==> src/sv/lat4d_pkg.sv <==
// Shared codes for the 4D lattice site address unit.
`timescale 1ns / 1ps

package lat4d_pkg;

  typedef enum logic [2:0] {
    FN_IDX_TO_CRD  = 3'd0,
    FN_CRD_TO_IDX  = 3'd1,
    FN_NBR_FWD_IDX = 3'd2,
    FN_NBR_BWD_IDX = 3'd3,
    FN_NBR_FWD_CRD = 3'd4,
    FN_NBR_BWD_CRD = 3'd5,
    FN_EVEN        = 3'd6,
    FN_ODD         = 3'd7
  } func_e;

  localparam logic [2:0] DIR_X = 3'd0;
  localparam logic [2:0] DIR_Y = 3'd1;
  localparam logic [2:0] DIR_Z = 3'd2;
  localparam logic [2:0] DIR_T = 3'd3;

  localparam logic [2:0] CFG_EXTENT_X = 3'd0;
  localparam logic [2:0] CFG_EXTENT_Y = 3'd1;
  localparam logic [2:0] CFG_EXTENT_Z = 3'd2;
  localparam logic [2:0] CFG_EXTENT_T = 3'd3;

  localparam int unsigned CFG_W   = 7;
  localparam int unsigned INDEX_W = 24;
  localparam int unsigned COORD_W = 6;

endpackage

==> src/sv/lattice_4d_site_address_unit_core.sv <==
// Pipelined address unit for a periodic 4D lattice: index/coordinate
// conversion, neighbours with wraparound and checkerboard site mapping.
//
// Channels: the request channel (in_valid_i / in_stall_o) carries func, index,
// direction and coordinates; the result channel (out_valid_o / out_stall_i)
// returns one result item per request. An item moves when valid is high and
// stall is low. The configuration channel (cfg_valid_i / cfg_ready_o) writes
// the four extent registers; it is always ready.
//
// Throughput is one item per cycle while neither side stalls. After the input
// stage, the index split is a restoring divider taking one quotient bit per
// stage, followed by one neighbour stage, one carry stage and three multiply
// stages for the join.
//
// After reset and after every configuration write the request side stalls
// while the extent products are recomputed. A stall on the result side while
// out_valid_o is high freezes the whole pipeline; nothing is lost or repeated.
`timescale 1ns / 1ps

module lattice_4d_site_address_unit_core
  import lat4d_pkg::*;
#(
  parameter int unsigned MAX_EXTENT = 64
) (
  input  logic                 clk_i,
  input  logic                 rst_ni,
  input  logic                 in_valid_i,
  output logic                 in_stall_o,
  input  logic [2:0]           func_i,
  input  logic [INDEX_W-1:0]   site_index_i,
  input  logic [2:0]           direction_i,
  input  logic [COORD_W-1:0]   in_x_i,
  input  logic [COORD_W-1:0]   in_y_i,
  input  logic [COORD_W-1:0]   in_z_i,
  input  logic [COORD_W-1:0]   in_t_i,
  output logic                 out_valid_o,
  input  logic                 out_stall_i,
  output logic [INDEX_W-1:0]   out_index_o,
  output logic [COORD_W-1:0]   out_x_o,
  output logic [COORD_W-1:0]   out_y_o,
  output logic [COORD_W-1:0]   out_z_o,
  output logic [COORD_W-1:0]   out_t_o,
  output logic                 range_error_o,
  input  logic                 cfg_valid_i,
  output logic                 cfg_ready_o,
  input  logic [2:0]           cfg_index_i,
  input  logic [CFG_W-1:0]     cfg_data_i
);

  localparam int unsigned EW    = $clog2(MAX_EXTENT + 1);
  localparam int unsigned CW    = $clog2(MAX_EXTENT);
  localparam int unsigned IW    = INDEX_W + 1;
  localparam int unsigned W3    = 4 * EW + 1;
  localparam int unsigned DW0   = 3 * EW + CW + 1;
  localparam int unsigned DW    = (DW0 > IW) ? DW0 : IW;
  localparam int unsigned CMPW  = IW + 4 * EW;
  localparam int unsigned NDIV  = 3 * CW + 1;
  localparam int unsigned S_STP = NDIV + 1;
  localparam int unsigned S_CRY = NDIV + 2;
  localparam int unsigned S_J1  = NDIV + 3;
  localparam int unsigned S_J2  = NDIV + 4;
  localparam int unsigned NST   = NDIV + 6;
  localparam int unsigned LAST  = NST - 1;

  typedef struct packed {
    func_e           func;
    logic [2:0]      dir;
    logic            err;
    logic            divf;
    logic            par;
    logic [IW-1:0]   rem;
    logic [CW:0]     x;
    logic [CW-1:0]   y;
    logic [CW-1:0]   z;
    logic [CW-1:0]   t;
    logic [W3-1:0]   p;
  } pipe_t;

  function automatic logic [EW-1:0] eff_ext(input logic [CFG_W-1:0] r);
    if (r == '0) begin
      eff_ext = EW'(1);
    end else if (32'(r) > MAX_EXTENT) begin
      eff_ext = EW'(MAX_EXTENT);
    end else begin
      eff_ext = EW'(r);
    end
  endfunction

  function automatic logic [CW:0] nb(input logic [CW:0] v, input logic [EW-1:0] l,
                                     input logic back);
    logic [EW+1:0] ve;
    logic [EW+1:0] le;
    ve = (EW+2)'(v);
    le = (EW+2)'(l);
    if (back) begin
      nb = (v == '0) ? (CW+1)'(l - EW'(1)) : v - (CW+1)'(1);
    end else begin
      nb = (ve + (EW+2)'(1) >= le) ? '0 : v + (CW+1)'(1);
    end
  endfunction

  logic [CFG_W-1:0] ext_x_q, ext_y_q, ext_z_q, ext_t_q;
  logic [EW-1:0]    lx, ly, lz, lt;
  logic [2*EW-1:0]  yz_q;
  logic [3*EW-1:0]  yzt_q;
  logic [4*EW-1:0]  vol_q;
  logic [1:0]       settle_q;

  pipe_t            pipe_q [NST];
  pipe_t            pipe_d [NST];
  logic [NST-1:0]   vld_q;
  logic             en;
  logic             accept;

  assign cfg_ready_o = 1'b1;
  assign lx = eff_ext(ext_x_q);
  assign ly = eff_ext(ext_y_q);
  assign lz = eff_ext(ext_z_q);
  assign lt = eff_ext(ext_t_q);

  always_ff @(posedge clk_i or negedge rst_ni) begin
    if (!rst_ni) begin
      ext_x_q  <= CFG_W'(16);
      ext_y_q  <= CFG_W'(16);
      ext_z_q  <= CFG_W'(16);
      ext_t_q  <= CFG_W'(16);
      settle_q <= 2'd3;
    end else if (cfg_valid_i) begin
      settle_q <= 2'd3;
      unique case (cfg_index_i)
        CFG_EXTENT_X: ext_x_q <= cfg_data_i;
        CFG_EXTENT_Y: ext_y_q <= cfg_data_i;
        CFG_EXTENT_Z: ext_z_q <= cfg_data_i;
        CFG_EXTENT_T: ext_t_q <= cfg_data_i;
        default: ;
      endcase
    end else if (settle_q != 2'd0) begin
      settle_q <= settle_q - 2'd1;
    end
  end

  always_ff @(posedge clk_i) begin
    yz_q  <= (2*EW)'(ly) * (2*EW)'(lz);
    yzt_q <= (3*EW)'(yz_q) * (3*EW)'(lt);
    vol_q <= (4*EW)'(yzt_q) * (4*EW)'(lx);
  end

  assign en         = !(vld_q[LAST] && out_stall_i);
  assign in_stall_o = !en || (settle_q != 2'd0);
  assign accept     = in_valid_i && !in_stall_o;

  always_comb begin
    pipe_t          c;
    func_e          fn;
    logic [IW-1:0]  g;
    logic [DW-1:0]  dv;
    logic [DW-1:0]  sh;
    logic           bk;
    logic           cr;
    logic [CW:0]    nv;
    int             k;

    fn     = func_e'(func_i);
    c      = '0;
    c.func = fn;
    c.dir  = direction_i;
    g      = {1'b0, site_index_i};
    if (fn == FN_EVEN || fn == FN_ODD) begin
      g = {site_index_i, fn == FN_ODD};
    end
    c.rem = g;
    if (fn == FN_CRD_TO_IDX || fn == FN_NBR_FWD_CRD || fn == FN_NBR_BWD_CRD) begin
      c.divf = 1'b0;
      c.err  = ((EW+COORD_W)'(in_x_i) >= (EW+COORD_W)'(lx)) ||
               ((EW+COORD_W)'(in_y_i) >= (EW+COORD_W)'(ly)) ||
               ((EW+COORD_W)'(in_z_i) >= (EW+COORD_W)'(lz)) ||
               ((EW+COORD_W)'(in_t_i) >= (EW+COORD_W)'(lt));
      c.x = (CW+1)'(in_x_i);
      c.y = CW'(in_y_i);
      c.z = CW'(in_z_i);
      c.t = CW'(in_t_i);
    end else begin
      c.divf = 1'b1;
      c.err  = CMPW'(g) >= CMPW'(vol_q);
    end
    pipe_d[0] = c;

    for (int s = 1; s < NST; s++) begin
      c  = pipe_q[s-1];
      dv = '0;
      sh = '0;
      k  = 0;
      bk = 1'b0;
      cr = 1'b0;
      nv = '0;
      if (s <= NDIV) begin
        if (s <= CW + 1) begin
          dv = DW'(yzt_q);
          k  = CW + 1 - s;
        end else if (s <= 2 * CW + 1) begin
          dv = DW'(yz_q);
          k  = 2 * CW + 1 - s;
        end else begin
          dv = DW'(ly);
          k  = 3 * CW + 1 - s;
        end
        sh = dv << k;
        if (c.divf && DW'(c.rem) >= sh) begin
          c.rem = IW'(DW'(c.rem) - sh);
          if (s <= CW + 1) begin
            c.x = c.x | ((CW+1)'(1) << k);
          end else if (s <= 2 * CW + 1) begin
            c.t = c.t | (CW'(1) << k);
          end else begin
            c.z = c.z | (CW'(1) << k);
          end
        end
      end else if (s == S_STP) begin
        if (c.divf) begin
          c.y = c.rem[CW-1:0];
        end
        c.par = c.x[0] ^ c.y[0] ^ c.z[0] ^ c.t[0];
        bk = (c.func == FN_NBR_BWD_IDX) || (c.func == FN_NBR_BWD_CRD);
        if (c.func == FN_NBR_FWD_IDX || c.func == FN_NBR_BWD_IDX ||
            c.func == FN_NBR_FWD_CRD || c.func == FN_NBR_BWD_CRD) begin
          unique case (c.dir)
            DIR_X: c.x = nb(c.x, lx, bk);
            DIR_Y: c.y = CW'(nb((CW+1)'(c.y), ly, bk));
            DIR_Z: c.z = CW'(nb((CW+1)'(c.z), lz, bk));
            DIR_T: c.t = CW'(nb((CW+1)'(c.t), lt, bk));
            default: ;
          endcase
        end
      end else if (s == S_CRY) begin
        bk = (c.func == FN_ODD);
        cr = ((c.func == FN_EVEN) && c.par) || ((c.func == FN_ODD) && !c.par);
        if (cr) begin
          nv  = nb((CW+1)'(c.y), ly, bk);
          cr  = bk ? (c.y == '0) : (nv == '0);
          c.y = CW'(nv);
        end
        if (cr) begin
          nv  = nb((CW+1)'(c.z), lz, bk);
          cr  = bk ? (c.z == '0) : (nv == '0);
          c.z = CW'(nv);
        end
        if (cr) begin
          nv  = nb((CW+1)'(c.t), lt, bk);
          cr  = bk ? (c.t == '0) : (nv == '0);
          c.t = CW'(nv);
        end
        if (cr) begin
          c.x = bk ? c.x - (CW+1)'(1) : c.x + (CW+1)'(1);
        end
      end else if (s == S_J1) begin
        c.p = W3'(c.t) + W3'(lt) * W3'(c.x);
      end else if (s == S_J2) begin
        c.p = W3'(c.z) + W3'(lz) * c.p;
      end else begin
        c.p = W3'(c.y) + W3'(ly) * c.p;
        if (c.err) begin
          c.p = '0;
          c.x = '0;
          c.y = '0;
          c.z = '0;
          c.t = '0;
        end
      end
      pipe_d[s] = c;
    end
  end

  always_ff @(posedge clk_i or negedge rst_ni) begin
    if (!rst_ni) begin
      vld_q <= '0;
    end else if (en) begin
      vld_q <= {vld_q[NST-2:0], accept};
    end
  end

  always_ff @(posedge clk_i) begin
    if (en) begin
      for (int s = 0; s < NST; s++) begin
        pipe_q[s] <= pipe_d[s];
      end
    end
  end

  assign out_valid_o   = vld_q[LAST];
  assign out_index_o   = INDEX_W'(pipe_q[LAST].p);
  assign out_x_o       = COORD_W'(pipe_q[LAST].x);
  assign out_y_o       = COORD_W'(pipe_q[LAST].y);
  assign out_z_o       = COORD_W'(pipe_q[LAST].z);
  assign out_t_o       = COORD_W'(pipe_q[LAST].t);
  assign range_error_o = pipe_q[LAST].err;

  a_no_accept_settling: assert property (@(posedge clk_i) disable iff (!rst_ni)
    (settle_q != 2'd0) |-> !accept)
    else $error("item accepted while extent products settle");

  a_cfg_blocks_input: assert property (@(posedge clk_i) disable iff (!rst_ni)
    cfg_valid_i |=> in_stall_o)
    else $error("request side open right after configuration write");

  a_error_zeroes: assert property (@(posedge clk_i) disable iff (!rst_ni)
    (out_valid_o && range_error_o) |-> (out_index_o == '0 && out_x_o == '0 &&
      out_y_o == '0 && out_z_o == '0 && out_t_o == '0))
    else $error("range error result carries nonzero site");

  a_pipe_frozen: assert property (@(posedge clk_i) disable iff (!rst_ni)
    (out_valid_o && out_stall_i) |=> $stable(vld_q))
    else $error("pipeline moved under output stall");

endmodule
==> config.mk <==
export PLATFORM = sky130hd
export DESIGN_NAME = lattice_4d_site_address_unit_core
export DESIGN_NICKNAME = d
export VERILOG_FILES = /design/src/sv/lat4d_pkg.sv /design/src/sv/lattice_4d_site_address_unit_core.sv
export SDC_FILE = /design/constraint.sdc
export NUM_CORES = 2
export LEC_CHECK = 0
export ABC_AREA = 1
export BUFFER_PORTS_ARGS = -buffer_cell sky130_fd_sc_hd__buf_4
export CAP_MARGIN = 5
export CORE_ASPECT_RATIO = 1.2
export CORE_MARGIN = 5
export CORE_UTILIZATION = 40
export CTS_CLUSTER_SIZE = 28
export DETAILED_ROUTE_END_ITERATION = 6
export GPL_TIMING_DRIVEN = 0
export PLACE_DENSITY_LB_ADDON = 0.25
export SETUP_SLACK_MARGIN = 0.02
export SLEW_MARGIN = 20
export SYNTH_ARGS = -nofsm -noshare
export SYNTH_HDL_FRONTEND = slang
export SYNTH_SLANG_ARGS = --single-unit
==> constraint.sdc <==
create_clock -name clk_i -period 75.5 [get_ports clk_i]
set_input_delay 11.325 -clock clk_i [delete_from_list [all_inputs] [get_ports clk_i]]
set_output_delay 11.325 -clock clk_i [all_outputs]
set_load 0.01 [all_outputs]
==> results.cfg <==
[layout]
final_cells = 12669
n_fill_cell = 21188
finish.instance_area_sq_um = 102000
synthToLayoutAreaGrowth_pct = 12.3
num-nets-final = 10666
drive_gt1_frac = 0.0668

[setup_path]
cp_cell_sequence = buf_4 -> nand2_1 -> clkbuf_4 -> nand2_1 -> buf_4
cp_slowest_stage_delay_ns = 0.57
worst-endpoint-required_ns = 64.18
crit_type = input pin to output port
path_max_fanout = 44
slowest_stage = clkbuf_4
endpoint_kind = output port
critPathArrivalTime_ns = 12.43
critPathLaunchType = input pin

[cts]
cts_tree = yes
post_cts_buffers = 0
clk_latency_ns = 0.85
cts_made_buffers = 169
clk_pin_slew_ns = 0.06
htree_num_levels = 4
clockBufferDepth = 4
cts_root_buffer = clkbuf_16
cts_resized = 0
numClockSinks = 1452
cts_hold_buf = 0

[power]
vdd_drop_max_mv = 0.0301
cellPowerDensity_nw_per_um2 = 50.2
p_leak_nw = 44.6

[synth]
synth_area_leaders = edfxtp_1 (44%), ha_1 (9.1%), fa_1 (8.7%)
synth_most_common_cell = nand2_1
syn_inst = 9228
synth_common_cells = nand2_1 (1754), edfxtp_1 (1334), inv_1 (1272)
synth_edf_count = 1334
syn_area_sq_um = 90500
synth_ff_type = edfxtp_1
ys_types = 75
syn-num-nets = 10346
ys_warn_count = 0
async_reset_ff_frac = 0.0379
synth_area_leader_cell = edfxtp_1
netlist.area_leader.share = 0.443
synth_seq_cells = 1452
seq_area_frac_synth = 0.472
avgSynthCellArea_sq_um = 9.80

[placed_design]
dp.cells = 12368
port-buffer-count = 119
gp_congestion = 0.939
place_hpwl_microns = 188000
dpl_cell_area_sq_um = 95800

[routing]
drcViolationCount = 1
vias = 65163
firstDrtPassIters = 7
wl_microns = 241000
initialDrtViolationCount = 4083
viasPerCell = 5.14
avgRoutedWirePerCell_microns = 19.1
postRouteAntennaNets = 0

[floorplan]
die_width_microns = 444
pin_count = 121
core_area_sq_um = 225000
dieArea_sq_um = 236000
rows = 191
dieHeight_microns = 531
initial_utilization = 0.401

[sta]
fmax_mhz = 42.1
fin_crit_sh = 0.315
holdWs_ns = 0.401
finalCriticalPeriod_ns = 23.75
finalMaxSlewViolations = 0
tightestPinTransition_ns = 1.02
fin_skew_ns = 0.0829
hold_violations = 0
grt_setup_unrepaired = no
fin_tns_setup_ns = 0
relSlewSlack = 0.319
final-setup-viol-count = 0

[status]
violations = design-rule violations
status = finished, violations left

[global_routing]
grt_usage = 0.203
grt_pass1_vias = 67013
grt_pass1_wl_microns = 376000
grt_overflow = 0
grt_max_degree = 59
grt_antenna_before_repair = 5

[job]
drv_cap = 0

[worst_hold_path]
hp-class = flop to flop
[path summary, 6_finish.rpt]
path                                           from  slack [ns]                            to  depth (start not counted)
setup / recovery                        out_stall_i       51.75                    in_stall_o                          5
hold / removal             pipe_q[0][127]$_DFFE_PN_        0.40      pipe_q[0][215]$_DFFE_PN_                          0
setup reg to reg             ext_y_q[6]$_DFFE_PN0P_       69.01  pipe_q[1][727]$_SDFFCE_PP0N_                         22
hold reg to reg            pipe_q[0][127]$_DFFE_PN_        0.40      pipe_q[0][215]$_DFFE_PN_                          0
max in group asynchronous                    rst_ni       64.44        ext_y_q[3]$_DFFE_PN0P_                          1
min in group asynchronous                    rst_ni       10.54          vld_q[3]$_DFFE_PN0N_                          1
[logic make-up (layout without fill, tap and decap cells)]
family                     after synthesis  count (layout)  share of synthesized area
DFF                                   1452            1452                      0.472
buffers and inverters                 1495            1942                     0.0656
AOI/OAI and AO/OA                     1409            1409                     0.0861
xor gates and xnor gates               468             468                     0.0453
and+or+nand+nor                       3354            3354                      0.153
adders and majority gates             1049            1049                      0.178
other                                    1               4                  0.0000414
[state kept, by name, summed over array words and instances, names as in the netlist]
| signal | count |
|---|---|
| ext_t_q | 7 |
| vol_q | 28 |
| pipe_q | 1334 |
| ext_x_q | 7 |
| yzt_q | 21 |
| yz_q | 14 |
| ext_z_q | 7 |
| ext_y_q | 7 |
| settle_q | 2 |
| vld_q | 25 |
[critical path, delay by kind of cell]
family	cells	cell delay [ns]
buffers and inverters	3	0.85
and+or+nand+nor	2	0.22
[layer usage]
layer,global-route usage,wire [microns],up-vias,part of all wire
met5,0,0,-,0
met4,0.104,14000,0,0.058
met3,0.0246,9490,554,0.039
met2,0.373,123000,1560,0.51
met1,0.231,94500,31520,0.39
li1,-,-,31529,-
[layout by cell type, fill, tap and decap left out, drive strengths merged, types with 11 or more instances in the layout]
cell type / n
bufinv: 26
nand4: 96
nand2: 1773
a31oi: 39
o21ai: 663
nor2: 1009
a21o: 43
o21bai: 36
o31ai: 11
inv: 1301
ha: 655
a21boi: 19
edfxtp: 1334
clkinv: 56
dfxtp: 63
a21oi: 478
fa: 394
clkinvlp: 12
o211ai: 36
nor3: 92
xnor2: 198
o21a: 23
buf: 269
nand3b: 16
clkbuf: 278
or2: 27
dfrtp: 49
o2111ai: 17
xor2: 270
nand3: 274
nor4: 50
[final cells by class]
class	instances	area [sq um]	share of cell area
Antenna cell	3	7.51	0.0000739
Buffer	198	1080	0.0106
Clock buffer	200	4500	0.0443
Clock inverter	98	1260	0.0124
Inverter	1297	4870	0.0479
Multi-Input combinational cell	6281	41800	0.412
Sequential cell	1452	42700	0.420
Tap cell	2991	3740	0.0368
Timing Repair Buffer	149	1620	0.0159
[where the power goes]
part / internal, mW / switching, mW
sequential: 1.43 / 0.230
combinational: 0.922 / 1.67
clock: 0.517 / 0.333
total: 2.87 / 2.23
[per-stage QoR]
stage	util	worst slack, ns	total power [mW]
floorplan	-	13.25	3.74
global placement	0.422	1.86	4.61
detailed placement	0.425	51.75	4.25
CTS	0.451	51.74	5.13
global route	0.451	51.64	5.54
finish	0.451	51.75	5.10
(Power assumes the default switching activity.)
